## src/rtl/ccs_queue.sv

```systemverilog
// ----------------------------------------------------------------------------
// ccs_queue
// Small first-in first-out queue between the front and back parts.
// ----------------------------------------------------------------------------
module ccs_queue #(
    parameter int WIDTH = 67,
    parameter int DEPTH = 4
) (
    input  logic             i_clk,
    input  logic             i_rst_n,
    input  logic             i_push,
    input  logic [WIDTH-1:0] i_data,
    output logic             o_full,
    output logic             o_valid,
    output logic [WIDTH-1:0] o_data,
    input  logic             i_pop
);
    localparam int AW = (DEPTH > 1) ? $clog2(DEPTH) : 1;
    localparam int CW = $clog2(DEPTH + 1);

    logic [WIDTH-1:0] r_mem [DEPTH];
    logic [AW-1:0]    r_wr, r_rd;
    logic [CW-1:0]    r_cnt;
    logic             do_push, do_pop;

    assign o_full  = (r_cnt == CW'(DEPTH));
    assign o_valid = (r_cnt != '0);
    assign o_data  = r_mem[r_rd];
    assign do_push = i_push && !o_full;
    assign do_pop  = i_pop && o_valid;

    always_ff @(posedge i_clk) begin
        if (do_push) begin
            r_mem[r_wr] <= i_data;
        end
    end

    always_ff @(posedge i_clk) begin
        if (!i_rst_n) begin
            r_wr  <= '0;
            r_rd  <= '0;
            r_cnt <= '0;
        end else begin
            if (do_push) begin
                r_wr <= (r_wr == AW'(DEPTH - 1)) ? '0 : r_wr + 1'b1;
            end
            if (do_pop) begin
                r_rd <= (r_rd == AW'(DEPTH - 1)) ? '0 : r_rd + 1'b1;
            end
            r_cnt <= r_cnt + CW'(do_push) - CW'(do_pop);
        end
    end
endmodule

```

## config.mk

```make
export PLATFORM = sky130hd
export DESIGN_NAME = ccs_queue
export DESIGN_NICKNAME = d
export VERILOG_FILES = /design/src/rtl/ccs_queue.sv
export SDC_FILE = /design/constraint.sdc
export NUM_CORES = 1
export LEC_CHECK = 0
export ABC_CLOCK_PERIOD_IN_PS = 7820
export BUFFER_PORTS_ARGS = -buffer_cell sky130_fd_sc_hd__buf_2
export CAP_MARGIN = 20
export CORE_MARGIN = 2
export CORE_UTILIZATION = 61
export DETAILED_ROUTE_END_ITERATION = 12
export HOLD_SLACK_MARGIN = 0.03
export PLACE_DENSITY_LB_ADDON = 0.1
export SLEW_MARGIN = 15
export SYNTH_ARGS = -nofsm -noshare
export SYNTH_HDL_FRONTEND = slang
export SYNTH_SLANG_ARGS = --single-unit
```

## constraint.sdc

```tcl
create_clock -name i_clk -period 7.82 [get_ports i_clk]
set_input_delay 1.564 -clock i_clk [delete_from_list [all_inputs] [get_ports i_clk]]
set_output_delay 1.564 -clock i_clk [all_outputs]
set_load 0.05 [all_outputs]
```

; Word-level counts from Yosys, hierarchy flattened
; Memories as Yosys holds them, arrays and structs flattened. A register that Yosys moved wholly into a read port is not among the register bits.
; Cells that the tools add are included.
[totals]
regBits = 7
ramBits = 268
memories = 1
inputBits = 71
wordCells = 21
[memory_table]
columns = name, depth, word_bits, rd, rd_ports_with_merged_regs, wr, line
row1 = r_mem, 4, 67, 1, 1, 1, 21  ; logic [WIDTH-1:0] r_mem [DEPTH];
[op_classes]
eq_ne = 3
n_addsub = 4
muxes = 6
n_reduce_logical = 4
[ops]
columns = cell, count
row1 = $mux W2, 4
row2 = $add A2 B1 Y2 const B, 2
row3 = $eq A2 B2 Y1 const B, 2
row4 = $add A3 B1 Y3, 1
row5 = $eq A3 B3 Y1 const B, 1
row6 = $reduce_bool A3 Y1, 1
row7 = $sub A3 B1 Y3, 1
row8 = $logic_and A1 B1 Y1, 2
row9 = $mux W1, 2
row10 = $logic_not A1 Y1, 1

; Depth between registers and ports, before layout
[logic_depth]
word_depth = 5
mapped_depth = 12
depth_no_buf = 11

; Worst setup path after synthesis
; Ideal clock, no wire load.
[synth_timing]
kind = input to register
startpoint = input i_push
endpoint = memory r_mem[0][0] (enable)
arrival_time_ns = 3.520
setup_slack_ns = 3.868
cell_stages = 3
required_ns = 7.388
cell_sequence = nor2b_1 > clkbuf_1 > and2_1
[synth_via]
elab_chain_len = 3
[synth_lines]
columns = element, line
row1 = "start, declared", 11  ; input logic i_push,
row2 = $logic_and A1 B1 Y1, 29  ; assign do_push = i_push && !o_full;
row3 = $mux W1, 33  ; if (do_push) begin
row4 = $mux W1 (not written as such), 34  ; r_mem[r_wr] <= i_data;
row5 = "end, declared", 21
; Every way passes these cells.

==> flow_summary.ini <==
[sta]
setup_viol = 0
tns_ns = 0
drv_slew = 0
tightest_slew_ns = 1.048
hold_viol_final = 0
finalCriticalPeriod_ns = 4.469
skew_ns = 0.01044
rsz0062_at_grt = false
slew_headroom_pct = 30.11
max_freq_mhz = 223.8
fin_crit_sh_pct = 57.15
setup_slack_ns = 3.351

[worst_setup_path]
path_class = reg2out
crit_chain = buf_4 > mux4_2 > buf_2
cp_max_fo = 35
critical_path_required_ns = 6.26
slowest_delay_ns = 0.83
cp_num_buf_inv = 2
crit_path_start_kind = flop
arrival_ns = 2.91
cp_top_family = buffers and inverters
endpoint_kind = output pin
cp_slowest_cell = dfxtp_4

[clock_tree]
ctsHtreeMaxLevel = 1
cts_setup_buffers = 0
cts_root_buffer = clkbuf_16
hold_buffers = 0
cts_made_buffers = 27
insertion_delay_ns = 0.51
clk_pin_slew_worst_paths_ns = 0.06
post_cts.resized_instances = 0
cts_tree = yes
cts_buffer_depth = 3
clkSinkCount = 277

[cells_and_area]
layout_commonest_cell = edfxtp_1
final_nets = 633
area_delta_synth_final_pct = 16.69
multiInputGateArea_sq_um = 1785
final_cell_mix = 268 x edfxtp_1, 139 x buf_2, 67 x mux4_2
fillCellCount = 999
drive_gt1_share_pct = 43.90
register_area_sq_um = 8235

[hold_path]
min_path_type = reg2reg

[global_routing]
met1_usage_pct = 26.99
antenna_found_initial = 3
grt_pass1_vias = 4728
grt_max_degree = 68
grt.total_usage_pct = 19.80
busiest_layer = met2
grt_pass1_wl_um = 26580
grt-ovfl-total = 0
grtUsageMet3_pct = 5.403
met2_usage_pct = 32.82

[route]
drtIter0Drc = 352
via_per_inst = 5.707
post_drt_wl_per_cell_um = 21.83
ant_nets = 0
first_pass_iters = 4
drc = 0
num_vias = 4537
finalWirelength_um = 17350

[synthesis]
syn_nets = 481
synth_warnings = 0
ys_types = 23
synth_seq_area_share_pct = 80.84
postSynthAreaPerCell_sq_um = 25.32
syn_inst = 402
synth_seq_cells = 277
syn_area_sq_um = 10180
netlist_top_cells_area = edfxtp_1 79%, mux4_2 15%, dfxtp_1 1.8%, ha_1 0.86%, buf_12 0.79%
synth_top_area_share_pct = 79.07
yosysTopAreaCell = edfxtp_1

[place]
dp_slack_ns = 3.772
hpwl_um = 9422
gp_congestion = 0.6744
portBuffers = 139

[pwr]
powerDensity_nw_per_um2 = 363.0
p_leak_nw = 4.008
power.total_mw = 4.311
peakVddDrop_uv = 279.3

[die]
core_area_sq_um = 16470
die-area_sq_um = 17740
row_count = 47
ios = 140
dieHeight_um = 133.2
start_util_pct = 61.82
die_w_um = 133.2

[outcome]
outcome = finished clean

[job]
maxCapViolCount = 0
sequential cells by signal, summed over array words and instances (netlist names), named ones only:
register / count
r_rd: 2
r_mem: 268
r_wr: 2
r_cnt: 3
area by class of cell:
class,instances,share of cell area [%]
antenna,1,0.02107
clock buffer,31,5.815
clock inverter,18,1.369
inverter,6,0.1896
multi-input combinational,102,15.03
sequential,277,69.34
tap,220,2.318
timing repair buffer,140,5.920
worst paths after layout:
kind / startpoint / to / slack (ns) / cells after the start
max: flop / o_data[59] / 3.35 / 3
min: r_wr[1]$_SDFFE_PN0P_ / r_wr[1]$_SDFFE_PN0P_ / 0.52 / 2
max reg2reg: r_cnt[1]$_SDFF_PN0_ / r_cnt[2]$_SDFF_PN0_ / 5.26 / 11
min reg2reg: r_wr[1]$_SDFFE_PN0P_ / r_wr[1]$_SDFFE_PN0P_ / 0.52 / 2
tightest hold or removal path, stage by stage (launching register included):
cell     delay, ns
dfxtp_1       0.34
nand2_1       0.07
mux2i_1       0.07
synthesized netlist by cell type:
cell,number
and2_1,6
buf_1,3
buf_12,4
buf_2,4
buf_4,3
buf_6,1
clkbuf_1,2
dfxtp_1,9
edfxtp_1,268
fa_1,1
ha_1,7
inv_1,6
mux2i_1,2
mux4_2,67
nand2_1,6
nand3_1,2
nor2_1,2
nor2b_1,2
nor3b_1,1
o21ai_0,2
o31ai_1,1
or3_1,1
xnor2_1,2
kinds of logic after synthesis:
group                    count (synthesis)  synth area share, %
buffers and inverters                   23                1.721
XOR/XNOR                                 2               0.1721
multiplexers                            69                15.02
adder cells (fa/ha/maj)                  8                1.057
AND/OR/NAND/NOR                         20                1.020
AO/OA/AOI/OAI                            3               0.1721
flip-flops                             277                80.84
power by group:
part	internal [mW]	switching (mW)	total [mW]
combinational	0.360	0.805	1.17
clock	0.729	0.507	1.24
sequential	1.81	0.102	1.91
total	2.90	1.41	4.31
per-stage QoR:
stage	util (%)	cells	cell area [sq um]	hold WS, ns
after floorplan	-	402	10180	0.4677
after global placement	66.94	745	11020	0.4741
after detailed placement	66.94	745	11020	0.5176
after CTS	72.12	794	11880	0.5251
after global routing	72.14	795	11880	0.5421
final	72.14	795	11880	0.5208
routing by layer:
metal	share of wire, %	vias up	wire, um
li1	-	2008	-
met1	41	2352	7111
met2	50	157	8691
met3	7.5	18	1298
met4	1.4	2	238
met5	0.063	-	11
No activity file was read; power rests on OpenSTA's default activity.
