### config.mk
export PLATFORM = sky130hd
export DESIGN_NAME = ccs_back
export DESIGN_NICKNAME = d
export VERILOG_FILES = /design/src/rtl/ccs_pkg.sv /design/src/rtl/ccs_back.sv
export SDC_FILE = /design/constraint.sdc
export NUM_CORES = 1
export LEC_CHECK = 0
export BUFFER_PORTS_ARGS = -buffer_cell sky130_fd_sc_hd__buf_2
export CORE_MARGIN = 2
export CORE_UTILIZATION = 65
export DETAILED_ROUTE_END_ITERATION = 10
export PLACE_DENSITY = 0.94
export SKIP_LAST_GASP = 1
export SYNTH_ARGS = -nofsm -noshare
export SYNTH_HDL_FRONTEND = slang
export SYNTH_SLANG_ARGS = --single-unit
### constraint.sdc
create_clock -name i_clk -period 13 [get_ports i_clk]
set_input_delay 1.95 -clock i_clk [delete_from_list [all_inputs] [get_ports i_clk]]
set_output_delay 1.95 -clock i_clk [all_outputs]
set_load 0.05 [all_outputs]
### src/rtl/ccs_pkg.sv
// ----------------------------------------------------------------------------
// ccs_pkg
// Shared types, codes and helpers for the chord segmenter.
// ----------------------------------------------------------------------------
package ccs_pkg;

    localparam logic [1:0] MODE_X    = 2'd0;
    localparam logic [1:0] MODE_Y    = 2'd1;
    localparam logic [1:0] MODE_Z    = 2'd2;
    localparam logic [1:0] MODE_NONE = 2'd3;

    localparam logic [2:0] REG_CENTRE_X     = 3'd0;
    localparam logic [2:0] REG_CENTRE_Y     = 3'd1;
    localparam logic [2:0] REG_VESSEL_RAD   = 3'd2;
    localparam logic [2:0] REG_KAPPA_BLOOD  = 3'd3;
    localparam logic [2:0] REG_KAPPA_TISSUE = 3'd4;
    localparam logic [2:0] REG_CELL_DX      = 3'd5;
    localparam logic [2:0] REG_CELL_DY      = 3'd6;

    localparam logic [1:0] KIND_MISS  = 2'd0;
    localparam logic [1:0] KIND_CHORD = 2'd1;
    localparam logic [1:0] KIND_ZIN   = 2'd2;
    localparam logic [1:0] KIND_ZOUT  = 2'd3;

    localparam logic [15:0] FRAC_LO = 16'd655;
    localparam logic [15:0] FRAC_HI = 16'd64881;

    typedef struct packed {
        logic [31:0] centre_x;
        logic [31:0] centre_y;
        logic [31:0] vessel_radius;
        logic [31:0] kappa_blood;
        logic [31:0] kappa_tissue;
        logic [31:0] cell_dx;
        logic [31:0] cell_dy;
    } t_cfg;

    typedef struct packed {
        logic [1:0]  kind;
        logic        is_y;
        logic [63:0] rad2;   // r*r - d*d for a chord
    } t_job;

    function automatic logic [15:0] frac_clamp(input logic [15:0] q);
        logic [15:0] v;
        v = q;
        if (v < FRAC_LO) v = FRAC_LO;
        if (v > FRAC_HI) v = FRAC_HI;
        return v;
    endfunction

endpackage

### src/rtl/ccs_back.sv
// ----------------------------------------------------------------------------
// ccs_back
// Square root of the half chord, end-cell division and segment emission.
// ----------------------------------------------------------------------------
module ccs_back #(
    parameter int GRID_X = 256,
    parameter int GRID_Y = 256,
    parameter int GRID_Z = 256
) (
    input  logic          i_clk,
    input  logic          i_rst_n,
    input  ccs_pkg::t_cfg i_cfg,
    input  logic          i_q_valid,
    input  ccs_pkg::t_job i_job,
    output logic          o_pop,
    output logic          o_valid,
    input  logic          i_ready,
    output logic [1:0]    o_segment_index,
    output logic [31:0]   o_segment_kappa,
    output logic [7:0]    o_boundary_cell,
    output logic [15:0]   o_boundary_fraction,
    output logic          o_last
);
    import ccs_pkg::*;

    localparam int GRID_MAX  = (GRID_X > GRID_Y) ? GRID_X : GRID_Y;
    localparam int QW        = $clog2(GRID_MAX);
    localparam int DIV_STEPS = QW + 16;
    localparam int DCW       = $clog2(DIV_STEPS + 1);
    localparam logic [15:0] TOP_X = 16'(GRID_X - 1);
    localparam logic [15:0] TOP_Y = 16'(GRID_Y - 1);
    localparam logic [15:0] TOP_Z = 16'(GRID_Z - 1);

    localparam logic [2:0] ST_IDLE = 3'd0;
    localparam logic [2:0] ST_SQRT = 3'd1;
    localparam logic [2:0] ST_ENDS = 3'd2;
    localparam logic [2:0] ST_DIV  = 3'd3;
    localparam logic [2:0] ST_EMIT = 3'd4;
    localparam logic [2:0] ST_TAIL = 3'd5;

    logic [2:0]  r_state, n_state;
    logic [63:0] r_rem, n_rem, r_res, n_res, r_bit, n_bit;
    logic [31:0] r_c, n_c, r_sp, n_sp;
    logic [15:0] r_top, n_top;
    logic [44:0] r_gsp, n_gsp;
    logic [32:0] r_rend, n_rend;
    logic        r_bf, n_bf, r_hi, n_hi, r_clamp, n_clamp;
    logic [31:0] r_drem, n_drem;
    logic [DIV_STEPS-1:0] r_dsh, n_dsh, r_dq, n_dq;
    logic [DCW-1:0] r_dcnt, n_dcnt;

    logic        r_ovalid, n_ovalid;
    logic [1:0]  r_oidx, n_oidx;
    logic [31:0] r_okap, n_okap;
    logic [7:0]  r_ocell, n_ocell;
    logic [15:0] r_ofrac, n_ofrac;
    logic        r_olast, n_olast;

    logic        can_emit;
    logic [63:0] trial;
    logic [33:0] lend;
    logic [32:0] dvt, dstart;
    logic        dge, dstart_go;
    logic [31:0] sp_raw;
    logic [15:0] seg_cell;

    assign can_emit = !r_ovalid || i_ready;
    assign trial    = r_res + r_bit;
    assign dvt      = {r_drem, r_dsh[DIV_STEPS-1]};
    assign dge      = dvt >= {1'b0, r_sp};
    assign lend     = {2'b00, r_c} - {2'b00, r_res[31:0]};
    assign seg_cell = r_clamp ? r_top : 16'(r_dq[DIV_STEPS-1:16]);
    assign sp_raw   = i_job.is_y ? i_cfg.cell_dy : i_cfg.cell_dx;

    always_comb begin
        n_state  = r_state;
        n_rem    = r_rem;
        n_res    = r_res;
        n_bit    = r_bit;
        n_c      = r_c;
        n_sp     = r_sp;
        n_top    = r_top;
        n_gsp    = r_gsp;
        n_rend   = r_rend;
        n_bf     = r_bf;
        n_hi     = r_hi;
        n_clamp  = r_clamp;
        n_drem   = r_drem;
        n_dsh    = r_dsh;
        n_dq     = r_dq;
        n_dcnt   = r_dcnt;
        n_ovalid = r_ovalid && !i_ready;
        n_oidx   = r_oidx;
        n_okap   = r_okap;
        n_ocell  = r_ocell;
        n_ofrac  = r_ofrac;
        n_olast  = r_olast;
        o_pop    = 1'b0;
        dstart   = '0;
        dstart_go = 1'b0;

        case (r_state)
            ST_IDLE: begin
                if (i_q_valid) begin
                    if (i_job.kind == KIND_CHORD) begin
                        o_pop   = 1'b1;
                        n_rem   = i_job.rad2;
                        n_res   = '0;
                        n_bit   = 64'd1 << 62;
                        n_c     = i_job.is_y ? i_cfg.centre_y : i_cfg.centre_x;
                        n_sp    = (sp_raw == '0) ? 32'd1 : sp_raw;
                        n_top   = i_job.is_y ? TOP_Y : TOP_X;
                        n_gsp   = 45'(i_job.is_y ? 13'(GRID_Y) : 13'(GRID_X))
                                  * 45'((sp_raw == '0) ? 32'd1 : sp_raw);
                        n_state = ST_SQRT;
                    end else if (can_emit) begin
                        o_pop    = 1'b1;
                        n_ovalid = 1'b1;
                        n_oidx   = 2'd0;
                        n_olast  = 1'b1;
                        case (i_job.kind)
                            KIND_MISS: begin
                                n_okap  = i_cfg.kappa_tissue;
                                n_ocell = i_job.is_y ? TOP_Y[7:0] : TOP_X[7:0];
                                n_ofrac = FRAC_LO;
                            end
                            KIND_ZIN: begin
                                n_okap  = i_cfg.kappa_blood;
                                n_ocell = TOP_Z[7:0];
                                n_ofrac = '0;
                            end
                            default: begin
                                n_okap  = i_cfg.kappa_tissue;
                                n_ocell = TOP_Z[7:0];
                                n_ofrac = '0;
                            end
                        endcase
                    end
                end
            end
            ST_SQRT: begin
                if (r_rem >= trial) begin
                    n_rem = r_rem - trial;
                    n_res = (r_res >> 1) + r_bit;
                end else begin
                    n_res = r_res >> 1;
                end
                n_bit = r_bit >> 2;
                if (r_bit[0]) begin
                    n_state = ST_ENDS;
                end
            end
            ST_ENDS: begin
                n_rend = {1'b0, r_c} + {1'b0, r_res[31:0]};
                // chord starts before cell one: blood comes first
                n_bf = lend[33] || (lend[32:0] < {1'b0, r_sp});
                n_hi = n_bf;
                dstart = n_bf ? n_rend : lend[32:0];
                dstart_go = 1'b1;
            end
            ST_DIV: begin
                n_drem = dge ? 32'(dvt - {1'b0, r_sp}) : dvt[31:0];
                n_dsh  = r_dsh << 1;
                n_dq   = {r_dq[DIV_STEPS-2:0], dge};
                n_dcnt = r_dcnt - 1'b1;
                if (r_dcnt == DCW'(1)) begin
                    n_state = ST_EMIT;
                end
            end
            ST_EMIT: begin
                if (can_emit) begin
                    n_ovalid = 1'b1;
                    n_olast  = 1'b0;
                    n_ocell  = seg_cell[7:0];
                    n_ofrac  = r_clamp ? FRAC_HI : frac_clamp(r_dq[15:0]);
                    if (r_hi) begin
                        n_oidx  = r_bf ? 2'd0 : 2'd1;
                        n_okap  = i_cfg.kappa_blood;
                        n_state = ST_TAIL;
                    end else begin
                        n_oidx    = 2'd0;
                        n_okap    = i_cfg.kappa_tissue;
                        n_hi      = 1'b1;
                        dstart    = r_rend;
                        dstart_go = 1'b1;
                    end
                end
            end
            ST_TAIL: begin
                if (can_emit) begin
                    n_ovalid = 1'b1;
                    n_oidx   = r_bf ? 2'd1 : 2'd2;
                    n_okap   = i_cfg.kappa_tissue;
                    n_ocell  = r_top[7:0];
                    n_ofrac  = FRAC_LO;
                    n_olast  = 1'b1;
                    n_state  = ST_IDLE;
                end
            end
            default: n_state = ST_IDLE;
        endcase

        // load the divider; a quotient past the grid clamps to the last cell
        if (dstart_go) begin
            n_clamp = {12'd0, dstart} >= r_gsp;
            n_drem  = 32'(dstart >> QW);
            n_dsh   = {dstart[QW-1:0], 16'd0};
            n_dq    = '0;
            n_dcnt  = DCW'(DIV_STEPS);
            n_state = n_clamp ? ST_EMIT : ST_DIV;
        end
    end

    always_ff @(posedge i_clk) begin
        if (!i_rst_n) begin
            r_state  <= ST_IDLE;
            r_ovalid <= 1'b0;
        end else begin
            r_state  <= n_state;
            r_ovalid <= n_ovalid;
        end
    end

    always_ff @(posedge i_clk) begin
        r_rem   <= n_rem;
        r_res   <= n_res;
        r_bit   <= n_bit;
        r_c     <= n_c;
        r_sp    <= n_sp;
        r_top   <= n_top;
        r_gsp   <= n_gsp;
        r_rend  <= n_rend;
        r_bf    <= n_bf;
        r_hi    <= n_hi;
        r_clamp <= n_clamp;
        r_drem  <= n_drem;
        r_dsh   <= n_dsh;
        r_dq    <= n_dq;
        r_dcnt  <= n_dcnt;
        r_oidx  <= n_oidx;
        r_okap  <= n_okap;
        r_ocell <= n_ocell;
        r_ofrac <= n_ofrac;
        r_olast <= n_olast;
    end

    assign o_valid             = r_ovalid;
    assign o_segment_index     = r_oidx;
    assign o_segment_kappa     = r_okap;
    assign o_boundary_cell     = r_ocell;
    assign o_boundary_fraction = r_ofrac;
    assign o_last              = r_olast;

    a_no_idx3: assert property (@(posedge i_clk) disable iff (!i_rst_n)
        r_ovalid |-> (r_oidx != 2'd3))
        else $error("segment index out of range");

    a_idx2_last: assert property (@(posedge i_clk) disable iff (!i_rst_n)
        (r_ovalid && (r_oidx == 2'd2)) |-> r_olast)
        else $error("third segment not marked last");

    a_frac_range: assert property (@(posedge i_clk) disable iff (!i_rst_n)
        (r_ovalid && !r_olast) |-> ((r_ofrac >= FRAC_LO) && (r_ofrac <= FRAC_HI)))
        else $error("chord fraction outside clamp range");

    a_tail_idle: assert property (@(posedge i_clk) disable iff (!i_rst_n)
        ((r_state == ST_TAIL) && can_emit) |=> (r_state == ST_IDLE) && r_olast)
        else $error("tail segment did not close the line");

    a_div_cnt: assert property (@(posedge i_clk) disable iff (!i_rst_n)
        (r_state == ST_DIV) |-> ((r_dcnt != '0) && (r_dcnt <= DCW'(DIV_STEPS))))
        else $error("divider step count out of range");
endmodule

Word-level counts from Yosys, hierarchy flattened
Cells that the tools add are included.

storage, ports and cells
  register bits after elaboration = 429
  bits in latches = 0
  RAM bits = 0
  bits in read-only memories = 0
  input port bits = 295
  logic and storage cells = 163
  memories kept = 0

cells by class
  $add $sub $neg = 7
  multipliers = 0
  divide/modulo/power cells = 0
  magnitude comparators = 6
  eq/ne operators = 23
  shifts and indexed selects = 0
  multiplexer cells = 85
  bitwise operators = 0
  reduce and logical (&&, ||, !) cells = 20

operators by type and width
  operator                                                 count
  64-bit 2-to-1 mux                                        8
  64-bit one-hot mux with 2 select lines                   3
  32-bit 2-to-1 mux                                        10
  16-bit 2-to-1 mux                                        10
  33-bit 2-to-1 mux                                        3
  32-bit one-hot mux with 3 select lines                   1
  33-bit one-hot mux with 2 select lines                   1
  63-bit by 64-bit adder with 64-bit output                1
  64-bit adder                                             1
  64-bit >= comparator                                     1
  64-bit subtractor                                        1
  25-bit 2-to-1 mux                                        2
  24-bit 2-to-1 mux                                        2
  16-bit one-hot mux with 3 select lines                   1
  33-bit by 45-bit >= comparator with 1-bit output         1
  8-bit 2-to-1 mux                                         5
  32-bit by 32-bit adder with 33-bit output                1
  33-bit by 32-bit >= comparator with 1-bit output         1
  33-bit by 32-bit less-than comparator with 1-bit output  1
  32-bit by 32-bit subtractor with 33-bit output           1
  32-bit logical NOT                                       1
  32-bit subtractor                                        1
  3-bit 2-to-1 mux                                         9
  8-bit one-hot mux with 3 select lines                    1
  other kinds (31)                                         74

Longest topological paths before layout
  depth in word-level cells = 9
  gate-level depth with buffers = 38

Least setup slack after synthesis
Ideal clock, no wire load.

  path kind = register to register
  from = register r_res[2]
  to = register r_rem[0], enable pin
  library setup time = 0.424 ns
  data arrival time = 6.488 ns
  setup slack = 6.088 ns
  stages on the path, launching flop included = 28
  buffers on the path = 2
  clock period less this slack = 6.912 ns
  cells stage by stage = edfxtp_1 ha_1 a21o_1 a31oi_1 o21a_1 o41ai_1 a211oi_1 o31ai_1 a31oi_1 nor2_1 nor2_1 nor2_1 o21ai_0 xor2_1 ha_1 clkbuf_1 o21ai_0 a21oi_1 a21boi_0 o21ai_0 a21oi_1 o211ai_1 a21oi_1 and3b_1 o31ai_4 clkbuf_1 nand2_1 nand2_1

between the ends
  word-level cells in the longest chain between the ends = 4

RTL lines
  element                          line             text
  from (decl)                      ccs_back.sv:42   logic [63:0] r_rem, n_rem, r_res, n_res, r_bit, n_bit;
  from (signal assigned)           ccs_back.sv:226  r_res <= n_res;
  64-bit adder                     ccs_back.sv:68   assign trial = r_res + r_bit;
  64-bit >= comparator             ccs_back.sv:142  if (r_rem >= trial) begin
  2-bit inequality test (no line)  -
  4-bit AND reduction (no line)    -
  to (signal assigned)             ccs_back.sv:225  r_rem <= n_rem;
  to (decl)                        ccs_back.sv:42

No other way between the ends.
A chain may end at the register's enable or synchronous reset.

Worst setup path in the final report
  from = register r_res[2]
  to = register r_rem[41], enable pin

The elaborated chain is that of the path after synthesis.

==> results.json <==
{
  "cp-end-kind": "flop",
  "required_ps": 13220,
  "place_area_sq_um": 32500,
  "critPathMaxStageDelay_ps": 760,
  "grt_pass1_wl_microns": 125000,
  "rr_startpoint": "r_res[2]",
  "slew_violations": 0,
  "overflow": 0,
  "critPathLaunchType": "flop",
  "maxCapViolations": 0,
  "layout-drive-gt1-share_pct": 15.6,
  "dieHeight_microns": 220,
  "post_cts_buffers": 0,
  "met3_usage_pct": 4.40,
  "r2r_slack_ps": 4800,
  "grt_antenna_before_repair": 0,
  "cts_resized": 0,
  "reg2reg_to": "r_rem[41]",
  "skew_ps": 23.3,
  "final_cell_mix": "352 x edfxtp_1, 332 x nand2_1, 323 x buf_2",
  "cts_root_buf": "clkbuf_16",
  "yosys_warnings": 0,
  "critPathMaxFanout": 82,
  "design_area_sq_um": 34000,
  "h-tree-depth": 2,
  "drtIter0Drc": 2891,
  "hold_path_class": "reg2reg",
  "clock_latency_ps": 600,
  "setup_violations": 0,
  "nets": 4133,
  "synth_nets": 3872,
  "grt_setup_unrepaired": "no",
  "cpMostUsedCell": "nor2_1",
  "synth_cell_type_count": 84,
  "cts_tree": "yes",
  "wl_microns": 79900,
  "routed_via_density": 6.34,
  "wl_per_cell_microns": 19.1,
  "vias": 26600,
  "layout_commonest_cell": "edfxtp_1",
  "first_pass_iters": 7,
  "cp_slowest_cell": "o41ai_1",
  "tns_ps": 0,
  "grt-busiest-layer": "met2",
  "diodes": 0,
  "hold_viol_final": 0,
  "synth_flop_cell": "edfxtp_1",
  "async_flop_share_pct": 0,
  "initial_core_util_pct": 65.6,
  "cts.sinks": 392,
  "syn_area_per_cell_sq_um": 9.24,
  "path_class": "reg2reg",
  "io_pins": 356,
  "netlist_instances": 3289,
  "tightest_slew_ps": 1180,
  "antenna_left": 0,
  "max_freq_ghz": 0.122,
  "row_count": 79,
  "grt_max_degree": 93,
  "status": "finished, final reports clean",
  "drc": 0,
  "cts_max_path_buffers": 3,
  "clk_pin_slew_ps": 60,
  "crit_end": "r_rem[41]",
  "synth_edf_count": 352,
  "place_congestion": 0.941,
  "die_area_sq_um": 48500,
  "post-dp-hpwl_microns": 58000,
  "area_growth_pct": 11.8,
  "grt_pass1_vias": 25200,
  "cts_hold_buf": 0,
  "max_slew_margin_pct": 21.0,
  "arrival_ps": 8420,
  "cts_buffers": 45,
  "use_met2_pct": 54.4,
  "post-route-min-period_ps": 8200,
  "synth_area_sq_um": 30400,
  "ys_seq_elements": 392,
  "use_met1_pct": 41.5,
  "startpoint": "r_res[2]",
  "r2r_cells": 26,
  "core_area_sq_um": 46400,
  "timing.final.crit_share_pct": 63.1,
  "ys_seq_area_share_pct": 37.4,
  "die_width_microns": 220,
  "min_path_cells": 2,
  "track_usage_pct": 32.0,
  "portBuffers": 323
}
-- worst min-delay path by stage --
stage                to  startpoint  slack [ps]
4_1_cts        r_dq[22]    r_dq[21]         480
5_1_grt        r_dq[22]    r_dq[21]         500
2_1_floorplan  r_dq[23]    r_dq[23]         430
3_5_place_dp   r_dq[18]    r_dq[18]         460
3_3_place_gp   r_dq[23]    r_dq[23]         440
6_report       r_dq[20]    r_dq[20]         480
-- synthesized netlist by cell type (73+ instances only) --
| library cell | n | area, sq um |
|---|---|---|
| a21o_1 | 125 | 938 |
| a21oi_1 | 247 | 1240 |
| a31oi_1 | 73 | 457 |
| clkbuf_1 | 110 | 413 |
| edfxtp_1 | 352 | 10600 |
| ha_1 | 284 | 3550 |
| inv_1 | 142 | 533 |
| mux2_2 | 100 | 1130 |
| nand2_1 | 334 | 1250 |
| nor2_1 | 263 | 987 |
| o21ai_0 | 271 | 1360 |
| xnor2_1 | 150 | 1310 |
| xor2_1 | 110 | 963 |
-- state kept, by name, indices dropped and copies added (netlist names), 3 cells and up --
register,cells
r_dsh,8
r_state,3
r_c,32
r_dq,24
r_res,64
r_rend,33
o_boundary_cell,8
r_dcnt,5
r_rem,64
o_boundary_fraction,16
r_bit,32
r_gsp,32
o_segment_kappa,32
r_drem,32
-- worst max-delay path, delay by kind of cell (launching register included) --
kind                     cells  cell delay (ps)
AO/OA/AOI/OAI                9             2750
AND/OR/NAND/NOR             12             2300
buffers and inverters        2             1220
adder cells (fa/ha/maj)      2              840
flip-flops                   1              500
XOR/XNOR                     1              170
-- per-stage QoR --
stage | utilization (%) | worst slack [ps] | hold WS, ps | instances
final | 73.3 | 4800 | 479 | 4193
after global routing | 73.3 | 4140 | 496 | 4193
after global placement | 70.0 | 5070 | 439 | 4110
after detailed placement | 70.0 | 4940 | 464 | 4110
after CTS | 73.3 | 4900 | 476 | 4193
after floorplan | - | 6090 | 432 | 3289
-- cell type report --
type	count	area [sq um]
multi-input combinational	2624	18000
fill	3239	12400
sequential	392	11400
timing repair buffer	343	1770
clock buffer	53	1190
tap	607	759
inverter	144	543
clock inverter	30	332
-- layer usage --
layer  wire length (microns)  share of wire [%]  vias up
met5                       0                  0        -
met1                   32200                 40    12400
met2                   38500                 48     1261
met3                    6020                7.5      240
met4                    3140                3.9        0
li1                        -                  -    12600
-- logic make-up after synthesis --
family,after synthesis,synth area share [%]
and+or+nand+nor,960,14.7
DFF,392,37.4
adders and majority gates,288,12.0
AOI/OAI and AO/OA,992,20.5
muxes,124,4.50
xor gates and xnor gates,260,7.49
buffers and inverters,273,3.43
Power is left out: the tool's default activity adds up to more than one toggle a clock period on the data nets, which glitch-free logic cannot reach.
